### src/sv/pal_pkg.sv
// Shared types and codes for the positional array list.
// Used by pal_cell, positional_array_list and the test bench; depends on nothing else.

package pal_pkg;

    // Field widths fixed by the stream interface.
    localparam int OP_W      = 3;
    localparam int POS_W     = 5;
    localparam int VALUE_W   = 32;
    localparam int STATUS_W  = 3;
    localparam int CAP_W     = 5;
    localparam int CAP_RESET = 16;

    // Defaults for the top-level parameters.
    localparam int DEF_MAX_ENTRIES = 16;
    localparam int DEF_ELEM_WIDTH  = 32;

    // Request codes.
    typedef enum logic [OP_W-1:0] {
        OP_INSERT = 3'd0,
        OP_DELETE = 3'd1,
        OP_READ   = 3'd2,
        OP_WRITE  = 3'd3,
        OP_SEARCH = 3'd4
    } op_t;

    // Result status codes.
    typedef enum logic [STATUS_W-1:0] {
        STAT_OK       = 3'd0,
        STAT_BADPOS   = 3'd1,
        STAT_EMPTY    = 3'd2,
        STAT_FULL     = 3'd3,
        STAT_NOTFOUND = 3'd4
    } status_t;

    // Sequencer states.
    typedef enum logic [1:0] {
        ST_IDLE,
        ST_SCAN,
        ST_DONE
    } state_t;

    // Update command broadcast to every cell in the apply cycle.
    typedef struct packed {
        logic shift_up;
        logic shift_down;
        logic write_en;
    } apply_cmd_t;

endpackage

### src/sv/pal_cell.sv
// One list slot: holds a single entry and passes the scan record to its neighbor.
// Depends on pal_pkg for the update command struct and the default element width.

module pal_cell #(
    parameter int CELL_INDEX = 0,
    parameter int ELEM_WIDTH = pal_pkg::DEF_ELEM_WIDTH,
    parameter int CMP_WIDTH  = 6
) (
    input  logic                   aclk,
    input  logic                   aresetn,
    input  pal_pkg::apply_cmd_t    cmd,
    input  logic [CMP_WIDTH-1:0]   sel_idx,
    input  logic [CMP_WIDTH-1:0]   count,
    input  logic [ELEM_WIDTH-1:0]  key,
    input  logic [ELEM_WIDTH-1:0]  left_entry,
    input  logic [ELEM_WIDTH-1:0]  right_entry,
    output logic [ELEM_WIDTH-1:0]  entry,
    input  logic                   carry_in_valid,
    input  logic                   carry_in_hit,
    input  logic [ELEM_WIDTH-1:0]  carry_in_data,
    input  logic [CMP_WIDTH-1:0]   carry_in_found,
    output logic                   carry_out_valid,
    output logic                   carry_out_hit,
    output logic [ELEM_WIDTH-1:0]  carry_out_data,
    output logic [CMP_WIDTH-1:0]   carry_out_found
);

    localparam logic [CMP_WIDTH-1:0] MY_IDX = CMP_WIDTH'(CELL_INDEX);
    localparam logic [CMP_WIDTH-1:0] MY_POS = CMP_WIDTH'(CELL_INDEX + 1);

    logic [ELEM_WIDTH-1:0] entry_reg, entry_next;
    logic                  valid_reg;
    logic                  hit_reg, hit_next;
    logic [ELEM_WIDTH-1:0] data_reg, data_next;
    logic [CMP_WIDTH-1:0]  found_reg, found_next;
    logic                  is_sel, above_sel, in_use, match;

    // Position of this slot relative to the request.
    always_comb begin
        is_sel    = (MY_IDX == sel_idx);
        above_sel = (MY_IDX > sel_idx);
        in_use    = (MY_IDX < count);
        match     = (entry_reg == key);
    end

    // Entry update: shift from a neighbor or take the new value.
    always_comb begin
        entry_next = entry_reg;
        if (cmd.shift_up) begin
            if (above_sel) begin
                entry_next = left_entry;
            end else if (is_sel) begin
                entry_next = key;
            end
        end else if (cmd.shift_down) begin
            if (is_sel || above_sel) begin
                entry_next = right_entry;
            end
        end else if (cmd.write_en && is_sel) begin
            entry_next = key;
        end
    end

    // Scan record: pick up the selected entry and the first match.
    always_comb begin
        hit_next   = carry_in_hit;
        data_next  = carry_in_data;
        found_next = carry_in_found;
        if (is_sel) begin
            data_next = entry_reg;
        end
        if (!carry_in_hit && in_use && match) begin
            hit_next   = 1'b1;
            found_next = MY_POS;
        end
    end

    always_ff @(posedge aclk) begin
        entry_reg <= entry_next;
    end

    // The record payload only moves with a valid transfer, so the last
    // cell holds its result until the sequencer takes it.
    always_ff @(posedge aclk) begin
        if (!aresetn) begin
            valid_reg <= 1'b0;
        end else begin
            valid_reg <= carry_in_valid;
        end
    end

    always_ff @(posedge aclk) begin
        if (carry_in_valid) begin
            hit_reg   <= hit_next;
            data_reg  <= data_next;
            found_reg <= found_next;
        end
    end

    assign entry           = entry_reg;
    assign carry_out_valid = valid_reg;
    assign carry_out_hit   = hit_reg;
    assign carry_out_data  = data_reg;
    assign carry_out_found = found_reg;

endmodule

### src/sv/positional_array_list.sv
// Positional array list: a row of pal_cell slots with a scan-and-apply sequencer.
// A request is accepted in ST_IDLE, scanned in ST_SCAN and its result stored in ST_DONE;
// the next request is accepted only after that store. The scan record walks the cell row
// one slot per cycle. The result is stored, once the output register is free, in that register,
// which frees the input side while the result waits. Reset (aresetn low, synchronous)
// empties the list and sets capacity_limit to 16; entry contents are not cleared.

module positional_array_list #(
    parameter int MAX_ENTRIES = pal_pkg::DEF_MAX_ENTRIES,
    parameter int ELEM_WIDTH  = pal_pkg::DEF_ELEM_WIDTH
) (
    input  logic        aclk,
    input  logic        aresetn,
    // Capacity register write.
    input  logic        cfg_wen,
    input  logic [4:0]  cfg_wdata,    // capacity_limit
    // Request stream.
    input  logic        s_tvalid,
    output logic        s_tready,
    input  logic [39:0] s_tdata,      // [4:0] position, [36:5] value, [39:37] zero
    input  logic [2:0]  s_tuser,      // [2:0] operation
    // Result stream.
    output logic        m_tvalid,
    input  logic        m_tready,
    output logic [47:0] m_tdata,      // [31:0] data_out, [36:32] found_position,
                                      // [41:37] entry_count, [47:42] zero
    output logic [2:0]  m_tuser       // [2:0] status
);

    localparam int CW   = $clog2(MAX_ENTRIES + 1);
    localparam int CMPW = ((CW > pal_pkg::POS_W) ? CW : pal_pkg::POS_W) + 1;
    localparam logic [CMPW-1:0] MAX_X = CMPW'(MAX_ENTRIES);

    pal_pkg::state_t state_reg, state_next;

    logic [pal_pkg::CAP_W-1:0]   cap_reg;
    logic [CW-1:0]               count_reg, count_next;
    logic [pal_pkg::OP_W-1:0]    op_reg;
    logic [pal_pkg::POS_W-1:0]   pos_reg;
    logic [ELEM_WIDTH-1:0]       key_reg;
    logic                        launch_reg;

    logic                        m_valid_reg;
    logic [pal_pkg::STATUS_W-1:0] m_status_reg;
    logic [31:0]                 m_data_reg;
    logic [4:0]                  m_found_reg;
    logic [4:0]                  m_count_reg;

    logic                        accept, out_free, done_fire;
    logic [63:0]                 value_ext;
    logic [CMPW-1:0]             cnt_x, pos_x, cap_x, sel_idx;

    pal_pkg::status_t            res_status;
    logic                        res_data_sel;
    logic                        res_found_sel;
    pal_pkg::apply_cmd_t         res_cmd, cmd;
    logic [CW-1:0]               res_count;
    logic [63:0]                 data_ext;
    logic [CMPW-1:0]             count_ext;

    logic [ELEM_WIDTH-1:0]       entry_bus [MAX_ENTRIES];
    logic                        c_valid [MAX_ENTRIES];
    logic                        c_hit   [MAX_ENTRIES];
    logic [ELEM_WIDTH-1:0]       c_data  [MAX_ENTRIES];
    logic [CMPW-1:0]             c_found [MAX_ENTRIES];

    // Handshake qualifiers.
    assign accept    = s_tvalid && s_tready;
    assign out_free  = !m_valid_reg || m_tready;
    assign value_ext = 64'($signed(s_tdata[36:5]));

    // Next-state logic of the sequencer.
    always_comb begin
        state_next = state_reg;
        case (state_reg)
            pal_pkg::ST_IDLE: begin
                if (s_tvalid) begin
                    state_next = pal_pkg::ST_SCAN;
                end
            end
            pal_pkg::ST_SCAN: begin
                if (c_valid[MAX_ENTRIES-1]) begin
                    state_next = pal_pkg::ST_DONE;
                end
            end
            pal_pkg::ST_DONE: begin
                if (out_free) begin
                    state_next = pal_pkg::ST_IDLE;
                end
            end
            default: state_next = pal_pkg::ST_IDLE;
        endcase
    end

    // Output decode of the sequencer.
    always_comb begin
        s_tready  = 1'b0;
        done_fire = 1'b0;
        case (state_reg)
            pal_pkg::ST_IDLE: s_tready  = 1'b1;
            pal_pkg::ST_SCAN: s_tready  = 1'b0;
            pal_pkg::ST_DONE: done_fire = out_free;
            default: begin
                s_tready  = 1'b0;
                done_fire = 1'b0;
            end
        endcase
    end

    always_ff @(posedge aclk) begin
        if (!aresetn) begin
            state_reg  <= pal_pkg::ST_IDLE;
            launch_reg <= 1'b0;
        end else begin
            state_reg  <= state_next;
            launch_reg <= accept;
        end
    end

    // Capacity register.
    always_ff @(posedge aclk) begin
        if (!aresetn) begin
            cap_reg <= pal_pkg::CAP_W'(pal_pkg::CAP_RESET);
        end else if (cfg_wen) begin
            cap_reg <= cfg_wdata;
        end
    end

    // Request holding registers, loaded on an accepted transfer.
    always_ff @(posedge aclk) begin
        if (accept) begin
            op_reg  <= s_tuser;
            pos_reg <= s_tdata[4:0];
            key_reg <= value_ext[ELEM_WIDTH-1:0];
        end
    end

    // Comparisons are made at a common width.
    always_comb begin
        cnt_x   = CMPW'(count_reg);
        pos_x   = CMPW'(pos_reg);
        cap_x   = CMPW'(cap_reg);
        sel_idx = pos_x - CMPW'(1);
    end

    // Status and update decision, taken once the scan record is back.
    always_comb begin
        res_status    = pal_pkg::STAT_OK;
        res_data_sel  = 1'b0;
        res_found_sel = 1'b0;
        res_cmd       = '0;
        res_count     = count_reg;
        case (op_reg)
            pal_pkg::OP_INSERT: begin
                if (cnt_x >= cap_x || cnt_x >= MAX_X) begin
                    res_status = pal_pkg::STAT_FULL;
                end else if (pos_x == '0 || pos_x > cnt_x + CMPW'(1)) begin
                    res_status = pal_pkg::STAT_BADPOS;
                end else begin
                    res_cmd.shift_up = 1'b1;
                    res_count        = count_reg + CW'(1);
                end
            end
            pal_pkg::OP_DELETE, pal_pkg::OP_READ, pal_pkg::OP_WRITE: begin
                if (cnt_x == '0) begin
                    res_status = pal_pkg::STAT_EMPTY;
                end else if (pos_x == '0 || pos_x > cnt_x) begin
                    res_status = pal_pkg::STAT_BADPOS;
                end else if (op_reg == pal_pkg::OP_DELETE) begin
                    res_data_sel       = 1'b1;
                    res_cmd.shift_down = 1'b1;
                    res_count          = count_reg - CW'(1);
                end else if (op_reg == pal_pkg::OP_READ) begin
                    res_data_sel = 1'b1;
                end else begin
                    res_cmd.write_en = 1'b1;
                end
            end
            pal_pkg::OP_SEARCH: begin
                if (c_hit[MAX_ENTRIES-1]) begin
                    res_found_sel = 1'b1;
                end else begin
                    res_status = pal_pkg::STAT_NOTFOUND;
                end
            end
            default: res_status = pal_pkg::STAT_BADPOS;
        endcase
    end

    // The update reaches the cells only in the cycle the result is stored.
    always_comb begin
        cmd = done_fire ? res_cmd : '0;
        count_next = done_fire ? res_count : count_reg;
    end

    always_ff @(posedge aclk) begin
        if (!aresetn) begin
            count_reg <= '0;
        end else begin
            count_reg <= count_next;
        end
    end

    // Result formatting: missing data reads as all ones.
    always_comb begin
        if (res_data_sel) begin
            data_ext = 64'($signed(c_data[MAX_ENTRIES-1]));
        end else begin
            data_ext = '1;
        end
        count_ext = CMPW'(res_count);
    end

    // Output register.
    always_ff @(posedge aclk) begin
        if (!aresetn) begin
            m_valid_reg <= 1'b0;
        end else if (done_fire) begin
            m_valid_reg <= 1'b1;
        end else if (m_tready) begin
            m_valid_reg <= 1'b0;
        end
    end

    always_ff @(posedge aclk) begin
        if (done_fire) begin
            m_status_reg <= res_status;
            m_data_reg   <= data_ext[31:0];
            m_found_reg  <= res_found_sel ? c_found[MAX_ENTRIES-1][4:0] : 5'd0;
            m_count_reg  <= count_ext[4:0];
        end
    end

    assign m_tvalid = m_valid_reg;
    assign m_tuser  = m_status_reg;
    assign m_tdata  = {6'd0, m_count_reg, m_found_reg, m_data_reg};

    // Row of cells; the scan record enters at the first slot.
    for (genvar g = 0; g < MAX_ENTRIES; g++) begin : g_cell
        logic [ELEM_WIDTH-1:0] left_w, right_w, cin_data;
        logic                  cin_valid, cin_hit;
        logic [CMPW-1:0]       cin_found;

        if (g == 0) begin : g_head
            assign left_w    = key_reg;
            assign cin_valid = launch_reg;
            assign cin_hit   = 1'b0;
            assign cin_data  = '1;
            assign cin_found = '0;
        end else begin : g_body
            assign left_w    = entry_bus[g-1];
            assign cin_valid = c_valid[g-1];
            assign cin_hit   = c_hit[g-1];
            assign cin_data  = c_data[g-1];
            assign cin_found = c_found[g-1];
        end

        if (g == MAX_ENTRIES - 1) begin : g_tail
            assign right_w = entry_bus[g];
        end else begin : g_inner
            assign right_w = entry_bus[g+1];
        end

        pal_cell #(
            .CELL_INDEX (g),
            .ELEM_WIDTH (ELEM_WIDTH),
            .CMP_WIDTH  (CMPW)
        ) u_cell (
            .aclk            (aclk),
            .aresetn         (aresetn),
            .cmd             (cmd),
            .sel_idx         (sel_idx),
            .count           (cnt_x),
            .key             (key_reg),
            .left_entry      (left_w),
            .right_entry     (right_w),
            .entry           (entry_bus[g]),
            .carry_in_valid  (cin_valid),
            .carry_in_hit    (cin_hit),
            .carry_in_data   (cin_data),
            .carry_in_found  (cin_found),
            .carry_out_valid (c_valid[g]),
            .carry_out_hit   (c_hit[g]),
            .carry_out_data  (c_data[g]),
            .carry_out_found (c_found[g])
        );
    end

endmodule

### config.mk
export PLATFORM = sky130hd
export DESIGN_NAME = positional_array_list
export DESIGN_NICKNAME = d
export VERILOG_FILES = /design/src/sv/pal_pkg.sv /design/src/sv/pal_cell.sv /design/src/sv/positional_array_list.sv
export SDC_FILE = /design/constraint.sdc
export NUM_CORES = 2
export LEC_CHECK = 0
export CAP_MARGIN = 20
export CORE_MARGIN = 8
export CORE_UTILIZATION = 50
export DETAILED_ROUTE_END_ITERATION = 12
export DONT_BUFFER_PORTS = 1
export SLEW_MARGIN = 20
export SYNTH_ARGS = -nofsm -noshare
export SYNTH_HDL_FRONTEND = slang
export SYNTH_SLANG_ARGS = --single-unit
### constraint.sdc
create_clock -name aclk -period 10.5 [get_ports aclk]
set_input_delay 1.05 -clock aclk [delete_from_list [all_inputs] [get_ports aclk]]
set_output_delay 1.05 -clock aclk [all_outputs]
set_load 0.05 [all_outputs]
# --- Word level (Yosys, flattened, before mapping) ---
# Cells that the tools add are included.
totals:
  elab_cells: 476
  out_inout_bits: 53
  register_bits: 1209
  input_bits: 53
classes:
  n_mux: 149
  n_reduce_logical: 123
  eq_ne: 72
  add_sub_neg: 4
  order_cmp: 36
ops:
  columns: ["cell", "count"]
  rows:
  - ["32-bit two-way mux", 110]
  - ["32-bit equality test", 16]
  - ["3-bit by 1-bit inequality test with 1-bit output, second input constant", 31]
  - ["3-bit AND reduction", 17]
  - ["4-bit by 6-bit equality test with 1-bit output, first input constant", 8]
  - ["4-bit by 6-bit greater-than comparator with 1-bit output, first input constant", 8]
  - ["1-bit logical AND", 48]
  - ["3-bit nonzero test", 15]
  - ["4-bit by 5-bit less-than comparator with 1-bit output, first input constant", 8]
  - ["5-bit two-way mux", 5]
  - ["3-bit by 6-bit equality test with 1-bit output, first input constant", 4]
  - ["3-bit by 6-bit greater-than comparator with 1-bit output, first input constant", 4]
  - ["1-bit two-way mux", 21]
  - ["3-bit by 5-bit less-than comparator with 1-bit output, first input constant", 4]
  - ["1-bit logical OR", 19]
  - ["6-bit zero test", 3]
  - ["1-bit zero test", 16]
  - ["2-bit two-way mux", 8]
  - ["2-bit by 6-bit equality test with 1-bit output, first input constant", 2]
  - ["1-bit by 6-bit greater-than comparator with 1-bit output, first input constant", 2]
  - ["2-bit by 6-bit greater-than comparator with 1-bit output, first input constant", 2]
  - ["1-bit by 5-bit less-than comparator with 1-bit output, first input constant", 2]
  - ["2-bit by 5-bit less-than comparator with 1-bit output, first input constant", 2]
  - ["5-bit one-hot mux with 2 select lines", 1]
  - ["23 further kinds", 28]

# --- Logic depth before layout (Yosys ltp) ---
logic_depth:
  depth_word: 11
  mapped_depth: 15
  ltp_nobuf: 12

# --- By module ---
# Synthesis repeated with hierarchy kept, for this count alone.
unflattened:
  hier_cells: 5829
  hier_area_um2: 68704.6
modules_own_cells:
  columns: ["mod", "area_each_um2", "seq_area_each_um2", "instances", "cells_each"]
  rows:
  - ["positional_array_list", 4316.6, 2832.7, 1, 313]
  - ["pal_cell (g_cell[13].u_cell)", 4181.5, 2152.1, 1, 353]
  - ["pal_cell (g_cell[5].u_cell)", 4176.5, 2152.1, 1, 352]
  - ["pal_cell (g_cell[12].u_cell)", 4132.7, 2152.1, 1, 353]
  - ["pal_cell (g_cell[8].u_cell)", 4115.2, 2152.1, 1, 353]
  - ["pal_cell (g_cell[1].u_cell)", 4110.2, 2152.1, 1, 352]
  - ["pal_cell (g_cell[10].u_cell)", 4058.9, 2152.1, 1, 356]
  - ["pal_cell (g_cell[14].u_cell)", 4058.9, 2152.1, 1, 353]
  - ["pal_cell (g_cell[3].u_cell)", 4055.1, 2152.1, 1, 351]
  - ["pal_cell (g_cell[6].u_cell)", 4046.4, 2152.1, 1, 352]
  - ["pal_cell (g_cell[2].u_cell)", 4038.9, 2152.1, 1, 358]
  - ["pal_cell (g_cell[11].u_cell)", 4030.1, 2152.1, 1, 353]
  - ["pal_cell (g_cell[9].u_cell)", 4022.6, 2152.1, 1, 357]
  - ["pal_cell (g_cell[7].u_cell)", 4008.8, 2152.1, 1, 358]
  - ["+3 rows", null, null, null, null]

# --- Worst setup path before layout ---
# No wires, ideal clock.
synth_path:
  path_kind: "reg-to-reg"
  start: "reg count_reg[1]"
  end: "reg g_cell[0].u_cell.entry_reg[0], enable pin"
  path_buffers: 1
  required_time_ns: 10.030
  arrival_ns: 4.844
  synth_period_minus_slack_ns: 5.314
  path_slack_ns: 5.186
  setup_ns: 0.470
  path_stages_with_launch: 12
  cell_sequence: "dfxtp_1 > clkbuf_1 > inv_1 > ha_1 > inv_1 > ha_1 > nor2b_1 > o21ai_0 > a32oi_1 > nor3_1 > o21ai_1 > a21boi_0"
synth_between:
  elab_chain_cells: 9
  word_cells_on_any_way: 21
  classes_between: "add/sub (1); order compare (4); eq/ne (2); mux (7); reduce/logical (7)"
synth_lines:
  columns: ["item", "line_no", "source"]
  rows:
  - ["start: declaration", "positional_array_list.sv:37", "logic [CW-1:0] count_reg, count_next;"]
  - ["start signal: assignment", "positional_array_list.sv:200", "count_reg <= count_next;"]
  - ["5-bit by 1-bit adder with 6-bit output or 5-bit greater-than comparator (tied branches)", "positional_array_list.sv:157, positional_array_list.sv:167", null]
  - ["5-bit by 6-bit greater-than comparator with 1-bit output or 1-bit logical OR (tied branches)", "positional_array_list.sv:157, positional_array_list.sv:167", null]
  - ["1-bit logical OR or 2-bit two-way mux (tied branches)", "positional_array_list.sv:157, positional_array_list.sv:167", null]
  - ["1-bit two-way mux or 2-bit two-way mux (tied branches)", "positional_array_list.sv:157, positional_array_list.sv:165", null]
  - ["1-bit two-way mux or 2-bit two-way mux (tied branches)", "positional_array_list.sv:155, positional_array_list.sv:153", null]
  - ["1-bit two-way mux or 3-bit two-way mux (tied branches)", "positional_array_list.sv:153, positional_array_list.sv:192", null]
  - ["3-bit two-way mux *", "positional_array_list.sv:192", "cmd = done_fire ? res_cmd : '0;"]
  - ["3-bit by 1-bit inequality test with 1-bit output (no line) or 3-bit nonzero test (tied branches)", null, null]
  - ["3-bit AND reduction (no line) *", null, null]
  - ["end signal: assignment", "pal_cell.sv:79", "entry_reg <= entry_next;"]
  - ["end: declaration", "pal_cell.sv:31", "logic [ELEM_WIDTH-1:0] entry_reg, entry_next;"]
# Mark *: on every way between the ends. The rest lies on a longest branch, timed or not.
# A chain may end at the register's enable or synchronous reset.

# --- Final worst setup path ---
layout_path:
  start: "reg count_reg[2]"
  end: "reg g_cell[10].u_cell.entry_reg[18], enable pin"
layout_between:
  elab_chain_cells: 9
  word_cells_on_any_way: 21
  classes_between: "add/sub (1); order compare (4); eq/ne (2); mux (7); reduce/logical (7)"
layout_lines:
  columns: ["item", "line_no"]
  rows:
  - ["5-bit by 1-bit adder with 6-bit output or 5-bit greater-than comparator (tied branches)", "positional_array_list.sv:157, positional_array_list.sv:167"]
  - ["5-bit by 6-bit greater-than comparator with 1-bit output or 1-bit logical OR (tied branches)", "positional_array_list.sv:157, positional_array_list.sv:167"]
  - ["1-bit logical OR or 2-bit two-way mux (tied branches)", "positional_array_list.sv:157, positional_array_list.sv:167"]
  - ["1-bit two-way mux or 2-bit two-way mux (tied branches)", "positional_array_list.sv:157, positional_array_list.sv:165"]
  - ["1-bit two-way mux or 2-bit two-way mux (tied branches)", "positional_array_list.sv:155, positional_array_list.sv:153"]
  - ["1-bit two-way mux or 3-bit two-way mux (tied branches)", "positional_array_list.sv:153, positional_array_list.sv:192"]
  - ["3-bit two-way mux *", "positional_array_list.sv:192"]
  - ["3-bit by 1-bit inequality test with 1-bit output (no line) or 3-bit nonzero test (tied branches)", null]
  - ["3-bit AND reduction (no line) *", null]
  - ["end signal: assignment", "pal_cell.sv:79"]
  - ["end: declaration", "pal_cell.sv:31"]
# Marks and branches as above.

==> flow_summary.ini <==
[setup_path]
worstReg2RegStart = count_reg[2]
crit_path_cell_trace = inv_1 > nor2_1 > nand2_1 > xnor2_1 > ha_1 > and3_1 > o21ai_0 > a32o_1 > nand3_1 > a21oi_2 > o21ai_0 > o211ai_1 > buf_4
critical_path_buf_inv_count = 2
critical_path.slowest_cell = sky130_fd_sc_hd__dfxtp_1
setup.reg_to_reg.worst_slack_ps = 4990
crit_top_cell = sky130_fd_sc_hd__o21ai_0
ff2ff_path_depth = 13
critPathTopFamily = compound AO/OA/AOI/OAI gates
cpPeakStageDelay_ps = 840
crit-reg2reg-capture = g_cell[10].u_cell.entry[18]
crit_path_max_fanout = 32
setup.worst_path.start_class = register
worstSetupEndpointType = register
critical_path_depth = 13
worst_ep_arrival_time_ps = 5880
setup.worst_path.class = register to register
worst_ep_required_time_ps = 10870

[timing]
grt_setup_unrepaired = false
setup_viol = 0
clock_skew_ps = 14.30
timing.fmax_mhz = 181.4
finalSetupTns_ps = 0
finalHoldWorstSlack_ps = 408.1
layout_worst_path_cycle_share = 0.5251
timing.final.hold_violations = 0
timing_worst_slew_pin_value_ps = 1144
slew-limit-headroom = 0.2375
layout_min_cycle_time_ps = 5514
final_max_slew_viol_count = 0

[global_route]
grt_antenna_before_repair = 1
overflow_left_after_global_routing = 0
grt_start_max_net_pins = 193
grt_use_total = 0.2642
grt_pass1_vias = 36690
grt_first_pass_wirelength_um = 257500

[clock_tree]
worstSkewPairLatency_ps = 730
postCtsSetupRepairBufs = 0
clk_transition_reported_paths_ps = 60
ctsRootBufferMaster = sky130_fd_sc_hd__clkbuf_16
tritoncts.num_buffers = 136
cts-root-to-sink-buffers = 3
tritoncts_clock_tree = yes
post_cts.resized_instances = 0
cts_hold_bufs = 0
cts_num_sinks = 1208
cts.htree.levels = 4

[min_path]
min-delay-start = s_tdata[30]
whs_path_depth = 0
hp-class = input port to register
hold-path-endpoint = g_cell[0].left_w[25]

[place]
numPortBuffers = 0
instance_area_at_placement_um2 = 60800
routabilityCongestion = 0.8902
place.detailed.hpwl_um = 122300

[logic_synthesis]
post_synth_inst_count = 4661
prevailing_post_synth_register_cell = sky130_fd_sc_hd__edfxtp_1
ys_warn_count = 0
synthTopCellsByArea = sky130_fd_sc_hd__edfxtp_1 60%, sky130_fd_sc_hd__mux2_2 9.3%, sky130_fd_sc_hd__nand2_1 5.9%, sky130_fd_sc_hd__a22oi_1 5.6%, sky130_fd_sc_hd__xor2_1 4.1%
synth_seq_area_share = 0.6063
ys_ff_latch = 1208
async_reset_ff_frac = 0
synth_enable_flop_cells = 1178
synth_cell_types = 76
syn_area_um2 = 59340
synthDominantAreaCellType = sky130_fd_sc_hd__edfxtp_1
postSynthAreaPerCell_um2 = 12.73
synth_top_area_share = 0.5962

[finish]
nets = 4633
layout.cells.most_common_list = 1178 x sky130_fd_sc_hd__edfxtp_1, 939 x sky130_fd_sc_hd__nand2_1, 492 x sky130_fd_sc_hd__mux2_2
final_core_util = 0.5523
post-route-cell-area_um2 = 65130
area_growth_syn_to_layout_pct = 9.767
most_common_library_cell_in_the_layout_ignoring_fill_and_taps = sky130_fd_sc_hd__edfxtp_1
layout-drive-gt1-share = 0.1929

[drt]
post_drt_wl_per_cell_um = 28.48
initialDrtViolationCount = 3908
dr_total_vias = 37470
route.detailed.vias_per_inst = 6.051
drtPass1Iterations = 6
route.antenna.remaining_nets = 0
totalWireLength_um = 176400
drcViolationCount = 0

[die]
rows = 126
placeableCoreArea_um2 = 117900
die_width_um = 360.5
die-area_um2 = 129900
effective_utilization_at_floorplan = 0.5032
chipHeight_um = 360.5
boundaryPins = 106

[power]
power.static_leakage_nw = 22.49
power_per_cell_area_nw_per_um2 = 159.8
vdd_ir_drop_max_mv = 0.1551

[job]
drv_cap = 0

[status]
outcome = finished, final reports clean
-- per-stage QoR --
step	worst slack, ps	power, mW	cells
6_report	4986	10.41	6193
3_3_place_gp	5215	5.872	5953
2_1_floorplan	5186	5.723	4666
4_1_cts	5139	10.47	6189
3_5_place_dp	5179	5.883	5953
5_1_grt	4838	10.69	6192
-- worst max path at each step --
stage / from / endpoint / slack [ps]
2_1_floorplan: count_reg[1] / g_cell[0].u_cell.entry[0] / 5190
3_3_place_gp: count_reg[2] / g_cell[2].u_cell.entry[18] / 5220
3_5_place_dp: count_reg[2] / g_cell[9].u_cell.entry[18] / 5180
4_1_cts: count_reg[2] / g_cell[9].u_cell.entry[7] / 5140
5_1_grt: count_reg[2] / g_cell[10].u_cell.entry[7] / 4840
6_report: count_reg[2] / g_cell[10].u_cell.entry[18] / 4990
-- cell usage after synthesis, drive strengths merged, types with 3 or more instances --
master   count
edfxtp    1178
nand2      939
mux2       545
a22oi      443
xor2       277
xnor2      244
buf        220
clkbuf     148
nor4        81
nand2b      75
nand4       75
nor2        45
or2         43
and2        39
o21ai       32
a21oi       30
dfxtp       30
nand3       26
nor3        25
ha          22
inv         19
nor2b       18
o221ai      11
a2111oi      8
a31oi        8
a21o         6
mux2i        6
o21a         6
or4          6
a221o        5
and3         5
a21boi       4
a211o        3
and4         3
o211ai       3
o22ai        3
or3          3
-- per-layer routing --
metal  part of all wire  up-vias  global-route usage
met5                  0        -                   0
met4              0.059        0              0.1387
met3              0.057      352             0.02944
met2               0.48     1606              0.4367
met1               0.40    18590              0.3439
li1                   -    16920                   -
-- kinds of logic (layout without fill, tap and decap cells) --
group	count (synthesis)	after routing	synth area share
other	1	7	0.00006320
adders and majority gates	22	22	0.004639
and+or+nand+nor	1390	1390	0.1051
buffers and inverters	388	378	0.02859
xor gates and xnor gates	521	521	0.07690
muxes	551	551	0.1046
AOI/OAI and AO/OA	580	580	0.07389
DFF	1208	1208	0.6063
-- cell type report --
class | instances | area (um^2)
multi-input cells | 3070 | 21900
clock buffers | 164 | 3667
clock inverters | 72 | 578.1
fillers | 9688 | 52790
flip-flops and latches | 1208 | 35990
repair buffers | 122 | 1001
diodes | 1 | 2.502
inverters | 20 | 75.07
well taps | 1536 | 1922
-- worst register-to-register path: stages (launching register included) --
cell                       delay [ps]
sky130_fd_sc_hd__dfxtp_1          840
sky130_fd_sc_hd__inv_1            240
sky130_fd_sc_hd__nor2_1           600
sky130_fd_sc_hd__nand2_1          150
sky130_fd_sc_hd__xnor2_1          160
sky130_fd_sc_hd__ha_1             300
sky130_fd_sc_hd__and3_1           170
sky130_fd_sc_hd__o21ai_0          110
sky130_fd_sc_hd__a32o_1           280
sky130_fd_sc_hd__nand3_1          410
sky130_fd_sc_hd__a21oi_2          680
sky130_fd_sc_hd__o21ai_0          400
sky130_fd_sc_hd__o211ai_1         280
sky130_fd_sc_hd__buf_4            450
-- power by group --
part	total, mW	internal [mW]	switching [mW]
Clock	4.62	2.71	1.91
Combinational	0.487	0.157	0.330
Sequential	5.30	5.28	0.0154
Total	10.4	8.15	2.25
No activity file was read; power rests on OpenSTA's default activity.
